[src/rtl/core/relay_on_time_watchdog_macros.svh]
// Assertion helpers for the relay on-time watchdog.
// Both forms expect clk and rst_n in scope.
`ifndef RELAY_ON_TIME_WATCHDOG_MACROS_SVH
`define RELAY_ON_TIME_WATCHDOG_MACROS_SVH

`ifndef SYNTHESIS

`define RTW_ASSERT_NOW(label, ante, cons) \
    label: assert property (@(posedge clk) disable iff (!rst_n) (ante) |-> (cons)) \
        else $error("rtw: same-cycle check failed");

`define RTW_ASSERT_NEXT(label, ante, cons) \
    label: assert property (@(posedge clk) disable iff (!rst_n) (ante) |=> (cons)) \
        else $error("rtw: next-cycle check failed");

`else

`define RTW_ASSERT_NOW(label, ante, cons)

`define RTW_ASSERT_NEXT(label, ante, cons)

`endif

`endif

[src/rtl/core/rtw_pkg.sv]
`default_nettype none

package rtw_pkg;

    localparam int unsigned CFG_ADDR_W = 4;
    localparam int unsigned CFG_DATA_W = 32;

    typedef enum logic [1:0] {
        REG_MAX_ON   = 2'd0,
        REG_WINDOW   = 2'd1,
        REG_COOLDOWN = 2'd2,
        REG_NONE     = 2'd3
    } reg_idx_t;

    localparam logic [31:0] MAX_ON_RESET   = 32'd1800000;
    localparam logic [31:0] WINDOW_RESET   = 32'd7200000;
    localparam logic [31:0] COOLDOWN_RESET = 32'd300000;

    typedef struct packed {
        logic [31:0] max_on;
        logic [31:0] window;
        logic [31:0] cooldown;
    } cfg_t;

    typedef struct packed {
        logic        tripped;
        logic        trip_event;
        logic        cleared_event;
        logic [31:0] total_on_ms;
    } result_t;

endpackage

`default_nettype wire

[src/rtl/core/rtw_cfg_regs.sv]
`default_nettype none

module rtw_cfg_regs
    import rtw_pkg::*;
(
    input  wire logic                  clk,
    input  wire logic                  rst_n,
    input  wire logic                  psel,
    input  wire logic                  penable,
    input  wire logic                  pwrite,
    input  wire logic [CFG_ADDR_W-1:0] paddr,
    input  wire logic [CFG_DATA_W-1:0] pwdata,
    output logic      [CFG_DATA_W-1:0] prdata,
    output cfg_t                       cfg
);

    cfg_t     cfg_reg;
    cfg_t     cfg_next;
    reg_idx_t idx;
    logic     wr_en;

    assign idx   = reg_idx_t'(paddr[CFG_ADDR_W-1:2]);
    assign wr_en = psel && penable && pwrite;

    always_comb
    begin
        cfg_next = cfg_reg;
        if (wr_en)
        begin
            case (idx)
                REG_MAX_ON:   cfg_next.max_on   = pwdata;
                REG_WINDOW:   cfg_next.window   = pwdata;
                REG_COOLDOWN: cfg_next.cooldown = pwdata;
                default:      cfg_next = cfg_reg;
            endcase
        end
    end

    always_ff @(posedge clk or negedge rst_n)
    begin
        if (!rst_n)
        begin
            cfg_reg.max_on   <= MAX_ON_RESET;
            cfg_reg.window   <= WINDOW_RESET;
            cfg_reg.cooldown <= COOLDOWN_RESET;
        end
        else
        begin
            cfg_reg <= cfg_next;
        end
    end

    always_comb
    begin
        case (idx)
            REG_MAX_ON:   prdata = cfg_reg.max_on;
            REG_WINDOW:   prdata = cfg_reg.window;
            REG_COOLDOWN: prdata = cfg_reg.cooldown;
            default:      prdata = '0;
        endcase
    end

    assign cfg = cfg_reg;

endmodule

`default_nettype wire

[src/rtl/core/rtw_step.sv]
`default_nettype none

module rtw_step
    import rtw_pkg::*;
#(
    parameter int unsigned TIME_BITS = 32
)
(
    input  wire logic        clk,
    input  wire logic        rst_n,
    input  wire logic        advance,
    input  wire logic [31:0] now_ms,
    input  wire logic        relay_on,
    input  wire cfg_t        cfg,
    output result_t          result
);

    // compare width covers both the time values and the 32-bit registers
    localparam int unsigned CW = (TIME_BITS > 32) ? TIME_BITS : 32;

    logic [TIME_BITS-1:0] acc_reg,  acc_next;
    logic [TIME_BITS-1:0] win_reg,  win_next;
    logic [TIME_BITS-1:0] seg_reg,  seg_next;
    logic [TIME_BITS-1:0] off_reg,  off_next;
    logic                 trip_reg, trip_next;
    logic                 prev_reg, prev_next;

    logic [CW-1:0]        now_ext;
    logic [TIME_BITS-1:0] now_t;
    logic [TIME_BITS-1:0] total;
    logic [CW-1:0]        total_ext;
    logic                 edge_seen;
    logic                 trip_ev;
    logic                 clr_ev;
    // elapsed times, wrapped at TIME_BITS before widening for the compare
    logic [TIME_BITS-1:0] cool_el;
    logic [TIME_BITS-1:0] win_el;

    assign now_ext = CW'(now_ms);
    assign now_t   = now_ext[TIME_BITS-1:0];
    assign cool_el = now_t - off_reg;

    always_comb
    begin
        acc_next  = acc_reg;
        win_next  = win_reg;
        seg_next  = seg_reg;
        off_next  = off_reg;
        trip_next = trip_reg;
        trip_ev   = 1'b0;
        clr_ev    = 1'b0;
        edge_seen = (relay_on != prev_reg);
        total     = acc_reg;
        win_el    = '0;

        if (trip_reg && !relay_on)
        begin
            // cooldown only; zero in off_reg means not yet started
            if (off_reg == '0)
            begin
                off_next = now_t;
            end
            else if (CW'(cool_el) >= CW'(cfg.cooldown))
            begin
                win_next  = '0;
                acc_next  = '0;
                trip_next = 1'b0;
                off_next  = '0;
                clr_ev    = 1'b1;
            end
            total = acc_next;
        end
        else
        begin
            if (edge_seen && !relay_on)
            begin
                if (seg_reg != '0)
                begin
                    acc_next = acc_reg + (now_t - seg_reg);
                end
                off_next = now_t;
            end
            if (edge_seen && relay_on)
            begin
                seg_next = now_t;
                off_next = '0;
                if (win_reg == '0)
                begin
                    win_next = now_t;
                end
            end
            if (relay_on)
            begin
                win_el = now_t - win_next;
                // window expired: restart accounting at this sample
                if (win_next != '0 && CW'(win_el) >= CW'(cfg.window))
                begin
                    win_next = now_t;
                    acc_next = '0;
                    seg_next = now_t;
                end
                total = acc_next + (now_t - seg_next);
                if (CW'(total) >= CW'(cfg.max_on) && !trip_reg)
                begin
                    trip_next = 1'b1;
                    off_next  = now_t;
                    trip_ev   = 1'b1;
                end
            end
            else
            begin
                total = acc_next;
            end
        end
        prev_next = relay_on;
    end

    always_ff @(posedge clk or negedge rst_n)
    begin
        if (!rst_n)
        begin
            acc_reg  <= '0;
            win_reg  <= '0;
            seg_reg  <= '0;
            off_reg  <= '0;
            trip_reg <= 1'b0;
            prev_reg <= 1'b0;
        end
        else if (advance)
        begin
            acc_reg  <= acc_next;
            win_reg  <= win_next;
            seg_reg  <= seg_next;
            off_reg  <= off_next;
            trip_reg <= trip_next;
            prev_reg <= prev_next;
        end
    end

    assign total_ext = CW'(total);

    always_comb
    begin
        result.tripped       = trip_next;
        result.trip_event    = trip_ev;
        result.cleared_event = clr_ev;
        result.total_on_ms   = total_ext[31:0];
    end

endmodule

`default_nettype wire

[src/rtl/core/relay_on_time_watchdog.sv]
// Relay on-time watchdog. Each input word carries a millisecond timestamp and the
// sensed relay state and yields exactly one result word: trip flag, trip and clear
// events, and the ON time counted in the current window. One word is accepted per
// clock while out_ready is high; a word is held in the input register and its result
// is loaded into the output register when it advances, which sets out_valid. A
// result held by out_ready low freezes the input register, and in_ready drops once
// it is full. The step logic (wrap-around subtracts, two adds and compares at
// TIME_BITS width) between those two registers sets the clock rate. A stored time
// of zero reads as unset, as at reset. Configuration (max ON time, window, cooldown)
// is written over the APB port at byte addresses 0, 4 and 8; the user must write it
// only while no word is in flight, which the block does not enforce.
`default_nettype none

`include "relay_on_time_watchdog_macros.svh"

module relay_on_time_watchdog
    import rtw_pkg::*;
#(
    parameter int unsigned TIME_BITS = 32
)
(
    input  wire logic                  clk,
    input  wire logic                  rst_n,
    input  wire logic                  psel,
    input  wire logic                  penable,
    input  wire logic                  pwrite,
    input  wire logic [CFG_ADDR_W-1:0] paddr,
    input  wire logic [CFG_DATA_W-1:0] pwdata,
    output logic      [CFG_DATA_W-1:0] prdata,
    output logic                       pready,
    input  wire logic                  in_valid,
    output logic                       in_ready,
    input  wire logic [31:0]           now_ms,
    input  wire logic                  relay_on,
    output logic                       out_valid,
    input  wire logic                  out_ready,
    output logic                       tripped,
    output logic                       trip_event,
    output logic                       cleared_event,
    output logic [31:0]                total_on_ms
);

    cfg_t        cfg;
    result_t     step_res;
    result_t     res_reg;
    logic        s1_valid_reg, s1_valid_next;
    logic [31:0] s1_now_reg;
    logic        s1_relay_reg;
    logic        out_valid_reg, out_valid_next;
    logic        advance;
    logic        in_accept;

    assign pready = 1'b1;

    rtw_cfg_regs u_cfg (
        .clk     (clk),
        .rst_n   (rst_n),
        .psel    (psel),
        .penable (penable),
        .pwrite  (pwrite),
        .paddr   (paddr),
        .pwdata  (pwdata),
        .prdata  (prdata),
        .cfg     (cfg)
    );

    // move a word from the input register to the result register
    assign advance   = s1_valid_reg && (!out_valid_reg || out_ready);
    assign in_ready  = !s1_valid_reg || advance;
    assign in_accept = in_valid && in_ready;

    rtw_step #(
        .TIME_BITS (TIME_BITS)
    ) u_step (
        .clk      (clk),
        .rst_n    (rst_n),
        .advance  (advance),
        .now_ms   (s1_now_reg),
        .relay_on (s1_relay_reg),
        .cfg      (cfg),
        .result   (step_res)
    );

    always_comb
    begin
        if (in_accept)
        begin
            s1_valid_next = 1'b1;
        end
        else if (advance)
        begin
            s1_valid_next = 1'b0;
        end
        else
        begin
            s1_valid_next = s1_valid_reg;
        end

        if (advance)
        begin
            out_valid_next = 1'b1;
        end
        else if (out_ready)
        begin
            out_valid_next = 1'b0;
        end
        else
        begin
            out_valid_next = out_valid_reg;
        end
    end

    always_ff @(posedge clk or negedge rst_n)
    begin
        if (!rst_n)
        begin
            s1_valid_reg  <= 1'b0;
            out_valid_reg <= 1'b0;
        end
        else
        begin
            s1_valid_reg  <= s1_valid_next;
            out_valid_reg <= out_valid_next;
        end
    end

    always_ff @(posedge clk)
    begin
        if (in_accept)
        begin
            s1_now_reg   <= now_ms;
            s1_relay_reg <= relay_on;
        end
        if (advance)
        begin
            res_reg <= step_res;
        end
    end

    assign out_valid     = out_valid_reg;
    assign tripped       = res_reg.tripped;
    assign trip_event    = res_reg.trip_event;
    assign cleared_event = res_reg.cleared_event;
    assign total_on_ms   = res_reg.total_on_ms;

    `RTW_ASSERT_NOW(a_events_exclusive, out_valid_reg, !(trip_event && cleared_event))
    `RTW_ASSERT_NOW(a_trip_sets_flag, out_valid_reg && trip_event, tripped)
    `RTW_ASSERT_NOW(a_clear_drops_flag, out_valid_reg && cleared_event, !tripped)
    `RTW_ASSERT_NEXT(a_accept_loads_stage, in_accept, s1_valid_reg)

endmodule

`default_nettype wire

[config.mk]
export PLATFORM = sky130hd
export DESIGN_NAME = relay_on_time_watchdog
export DESIGN_NICKNAME = d
export VERILOG_FILES = /design/src/rtl/core/rtw_pkg.sv /design/src/rtl/core/rtw_cfg_regs.sv /design/src/rtl/core/rtw_step.sv /design/src/rtl/core/relay_on_time_watchdog.sv
export VERILOG_INCLUDE_DIRS = /design/src /design/src/rtl/core
export SDC_FILE = /design/constraint.sdc
export NUM_CORES = 1
export LEC_CHECK = 0
export BUFFER_PORTS_ARGS = -buffer_cell sky130_fd_sc_hd__buf_2
export CORE_MARGIN = 2
export CORE_UTILIZATION = 60
export DETAILED_ROUTE_END_ITERATION = 10
export GPL_TIMING_DRIVEN = 1
export PLACE_DENSITY = 0.9
export SYNTH_ARGS = -nofsm -noshare
export SYNTH_HDL_FRONTEND = slang
export SYNTH_SLANG_ARGS = --single-unit
[constraint.sdc]
create_clock -name clk -period 17.1 [get_ports clk]
set_clock_uncertainty 0.1 [all_clocks]
set_input_delay 2.565 -clock clk [delete_from_list [all_inputs] [get_ports clk]]
set_output_delay 2.565 -clock clk [all_outputs]
set_load 0.05 [all_outputs]
==> impl_metrics.env <==
export IMPL_fin_nets=2998
export IMPL_r2r_end="u_step.off_reg[19]"
export IMPL_holdPathEnd="u_cfg.cfg[6]"
export IMPL_cts_sinks=296
export IMPL_drt_wirelength_per_cell_um=21.52
export IMPL_maxSlewHeadroom=0.1927
export IMPL_ff_latch_area_mm2=0.007785
export IMPL_setup_violations_final=0
export IMPL_slew_violations=0
export IMPL_rsz0062_at_grt="no"
export IMPL_drtIter0Drc=2153
export IMPL_syn_num_nets=2885
export IMPL_grt_use_total=0.3400
export IMPL_ys_seq_area_frac=0.3352
export IMPL_finalHoldViolCount=0
export IMPL_cts_tree="built"
export IMPL_io_pins=146
export IMPL_cts_root_buffer="clkbuf_16"
export IMPL_cp_max_fo=41
export IMPL_area_growth_syn_to_layout_pct=10.42
export IMPL_syn_area_per_cell_um2=9.187
export IMPL_largest_reg_flops=96
export IMPL_async_flop_share=0.7703
export IMPL_fin_tns_setup_ns=0
export IMPL_synth_cells=2528
export IMPL_ys_types=84
export IMPL_gp_congestion=0.9461
export IMPL_clkLatencyLatePin_ns=0.56
export IMPL_num_rows=72
export IMPL_ys_seq_elements=296
export IMPL_drtPass1Iterations=9
export IMPL_wirelength_um=68560
export IMPL_required_ns=17.48
export IMPL_timing_rr_start="u_step.win_reg[29]"
export IMPL_cts_buffers=36
export IMPL_layout_commonest_cell="inv_1"
export IMPL_synth_edf_count=68
export IMPL_postCtsSetupBuffers=0
export IMPL_critical_path_class="register to register"
export IMPL_grt_pass1_vias=20436
export IMPL_min_delay_start="u_cfg.cfg[6]"
export IMPL_dieWidth_um=200.7
export IMPL_path_clk_slew_ns=0.06
export IMPL_ctsHtreeMaxLevel=2
export IMPL_endpoint_kind="register"
export IMPL_multiInputGateArea_mm2=0.01380
export IMPL_grt_ovfl_total=0
export IMPL_dp_hpwl_um=50450
export IMPL_die_h_um=200.7
export IMPL_fin_crit_ns=14.71
export IMPL_cp_slowest_cell="nand2_2"
export IMPL_final_antenna_net_count=0
export IMPL_cp_arrival_ns=15.10
export IMPL_cts_hold_buf=0
export IMPL_cap_violations=0
export IMPL_hold_path_class="register to register"
export IMPL_tightest_slew_ns=1.210
export IMPL_drive_gt1_frac=0.1447
export IMPL_finalCritPeriodShare=0.8604
export IMPL_port_buffers=142
export IMPL_avgViaCountPerCell=6.400
export IMPL_layout_common_cells="inv_1, nand2_1, ha_1, dfrtp_1, o21ai_0"
export IMPL_final_util=0.6666
export IMPL_yosys_most_used_dff="dfrtp_1"
export IMPL_max_freq_mhz=67.97
export IMPL_slowest_delay_ns=0.89
export IMPL_synth_cell_area_mm2=0.02322
export IMPL_antenna_found_initial=1
export IMPL_fillers=2932
export IMPL_cts_buffer_depth=3
export IMPL_die_area_mm2=0.04030
export IMPL_cts_resized=0
export IMPL_yosys_warnings=0
export IMPL_start_util=0.6037
export IMPL_rr_worst_depth=52
export IMPL_grt_max_degree=121
export IMPL_rrSetupSlack_ns=2.39
export IMPL_core_area_mm2=0.03847
export IMPL_vias=20390
export IMPL_status="complete, no violations"
export IMPL_grt_pass1_wl_um=108400
export IMPL_min_path_cells=2
export IMPL_drc=0
export IMPL_cp_start_kind="register"
## metrics by stage
| stage | hold slack [ns] | setup WS, ns | cell area [um2] | std cells |
|---|---|---|---|---|
| global placement | 0.3707 | 3.084 | 24410 | 3121 |
| CTS | 0.4191 | 2.781 | 25640 | 3185 |
| finish | 0.4259 | 2.387 | 25640 | 3186 |
| detailed placement | 0.3918 | 2.887 | 24410 | 3121 |
| global route | 0.4315 | 1.685 | 25640 | 3185 |
| floorplan | 0.3572 | 5.231 | 23220 | 2528 |
## cells in the mapped netlist (all sizes together), types with 6 or more instances
master / number / area share
fa: 64 / 0.055
nor3: 24 / 0.0057
a221o: 11 / 0.0047
nor2: 100 / 0.016
or2: 7 / 0.0019
xor2: 33 / 0.012
nand2: 242 / 0.039
a22o: 65 / 0.025
a31o: 7 / 0.0026
a211o: 6 / 0.0023
a211oi: 11 / 0.0036
a21o: 85 / 0.027
nand2b: 34 / 0.0092
a21oi: 146 / 0.032
nand3b: 6 / 0.0019
nor4: 41 / 0.012
a22oi: 6 / 0.0019
o211ai: 11 / 0.0038
clkbuf: 65 / 0.011
xnor2: 79 / 0.030
o31ai: 8 / 0.0028
mux2: 96 / 0.047
edfxtp: 68 / 0.088
dfrtp: 198 / 0.21
inv: 352 / 0.057
a222oi: 14 / 0.0060
nand3: 32 / 0.0071
and3: 10 / 0.0027
o21a: 26 / 0.0084
o21bai: 16 / 0.0052
nor2b: 25 / 0.0067
a31oi: 15 / 0.0043
ha: 217 / 0.12
buf: 20 / 0.0044
mux2i: 40 / 0.017
o31a: 6 / 0.0023
dfstp: 30 / 0.034
nand4: 32 / 0.0089
o22ai: 10 / 0.0027
o21ai: 202 / 0.044
## area by class of cell
| class | instances | share of cell area |
|---|---|---|
| Antenna cell | 1 | 0.00009758 |
| Clock buffer | 49 | 0.04103 |
| Inverter | 353 | 0.05167 |
| Clock inverter | 15 | 0.006782 |
| Sequential cell | 296 | 0.3036 |
| Multi-Input combinational cell | 1794 | 0.5382 |
| Timing Repair Buffer | 160 | 0.03337 |
| Tap cell | 518 | 0.02527 |
## cells by family (layout without fill, tap and decap cells)
| logic type | Yosys count | in the layout | share of synthesized area |
|---|---|---|---|
| AOI/OAI and AO/OA | 688 | 688 | 0.1958 |
| xor gates and xnor gates | 112 | 112 | 0.04224 |
| adders and majority gates | 282 | 282 | 0.1725 |
| buffers and inverters | 438 | 577 | 0.07198 |
| DFF | 296 | 296 | 0.3352 |
| muxes | 136 | 136 | 0.06379 |
| other | 1 | 2 | 0.0001615 |
| and+or+nand+nor | 575 | 575 | 0.1183 |
## critical path: cells and delay by family (launching register included)
family                     cells  cell delay, ns
AOI/OAI and AO/OA             25            5.95
and+or+nand+nor               16            4.83
adders and majority gates      5            1.70
buffers and inverters          3            0.82
muxes                          1            0.43
DFF                            1            0.40
xor gates and xnor gates       2            0.36
## metal layers
| layer | GRT usage | up-vias | routed length [um] |
|---|---|---|---|
| met3 | 0.05925 | 258 | 6994 |
| li1 | - | 9135 | - |
| met5 | 0 | - | 0 |
| met4 | 0.1677 | 0 | 3646 |
| met1 | 0.4443 | 9821 | 26780 |
| met2 | 0.5497 | 1176 | 31140 |
## worst max-delay path by stage
stage                        from                 end
6_report       u_step.win_reg[29]  u_step.off_reg[19]
5_1_grt        u_step.win_reg[29]  u_step.off_reg[21]
4_1_cts        u_step.win_reg[26]  u_step.off_reg[13]
3_5_place_dp   u_step.win_reg[26]  u_step.off_reg[15]
3_3_place_gp   u_step.win_reg[26]  u_step.off_reg[13]
2_1_floorplan   u_step.win_reg[9]  u_step.off_reg[10]
Power is left out: the tool's default activity adds up to more than one toggle a clock period on the data nets, which glitch-free logic cannot reach.
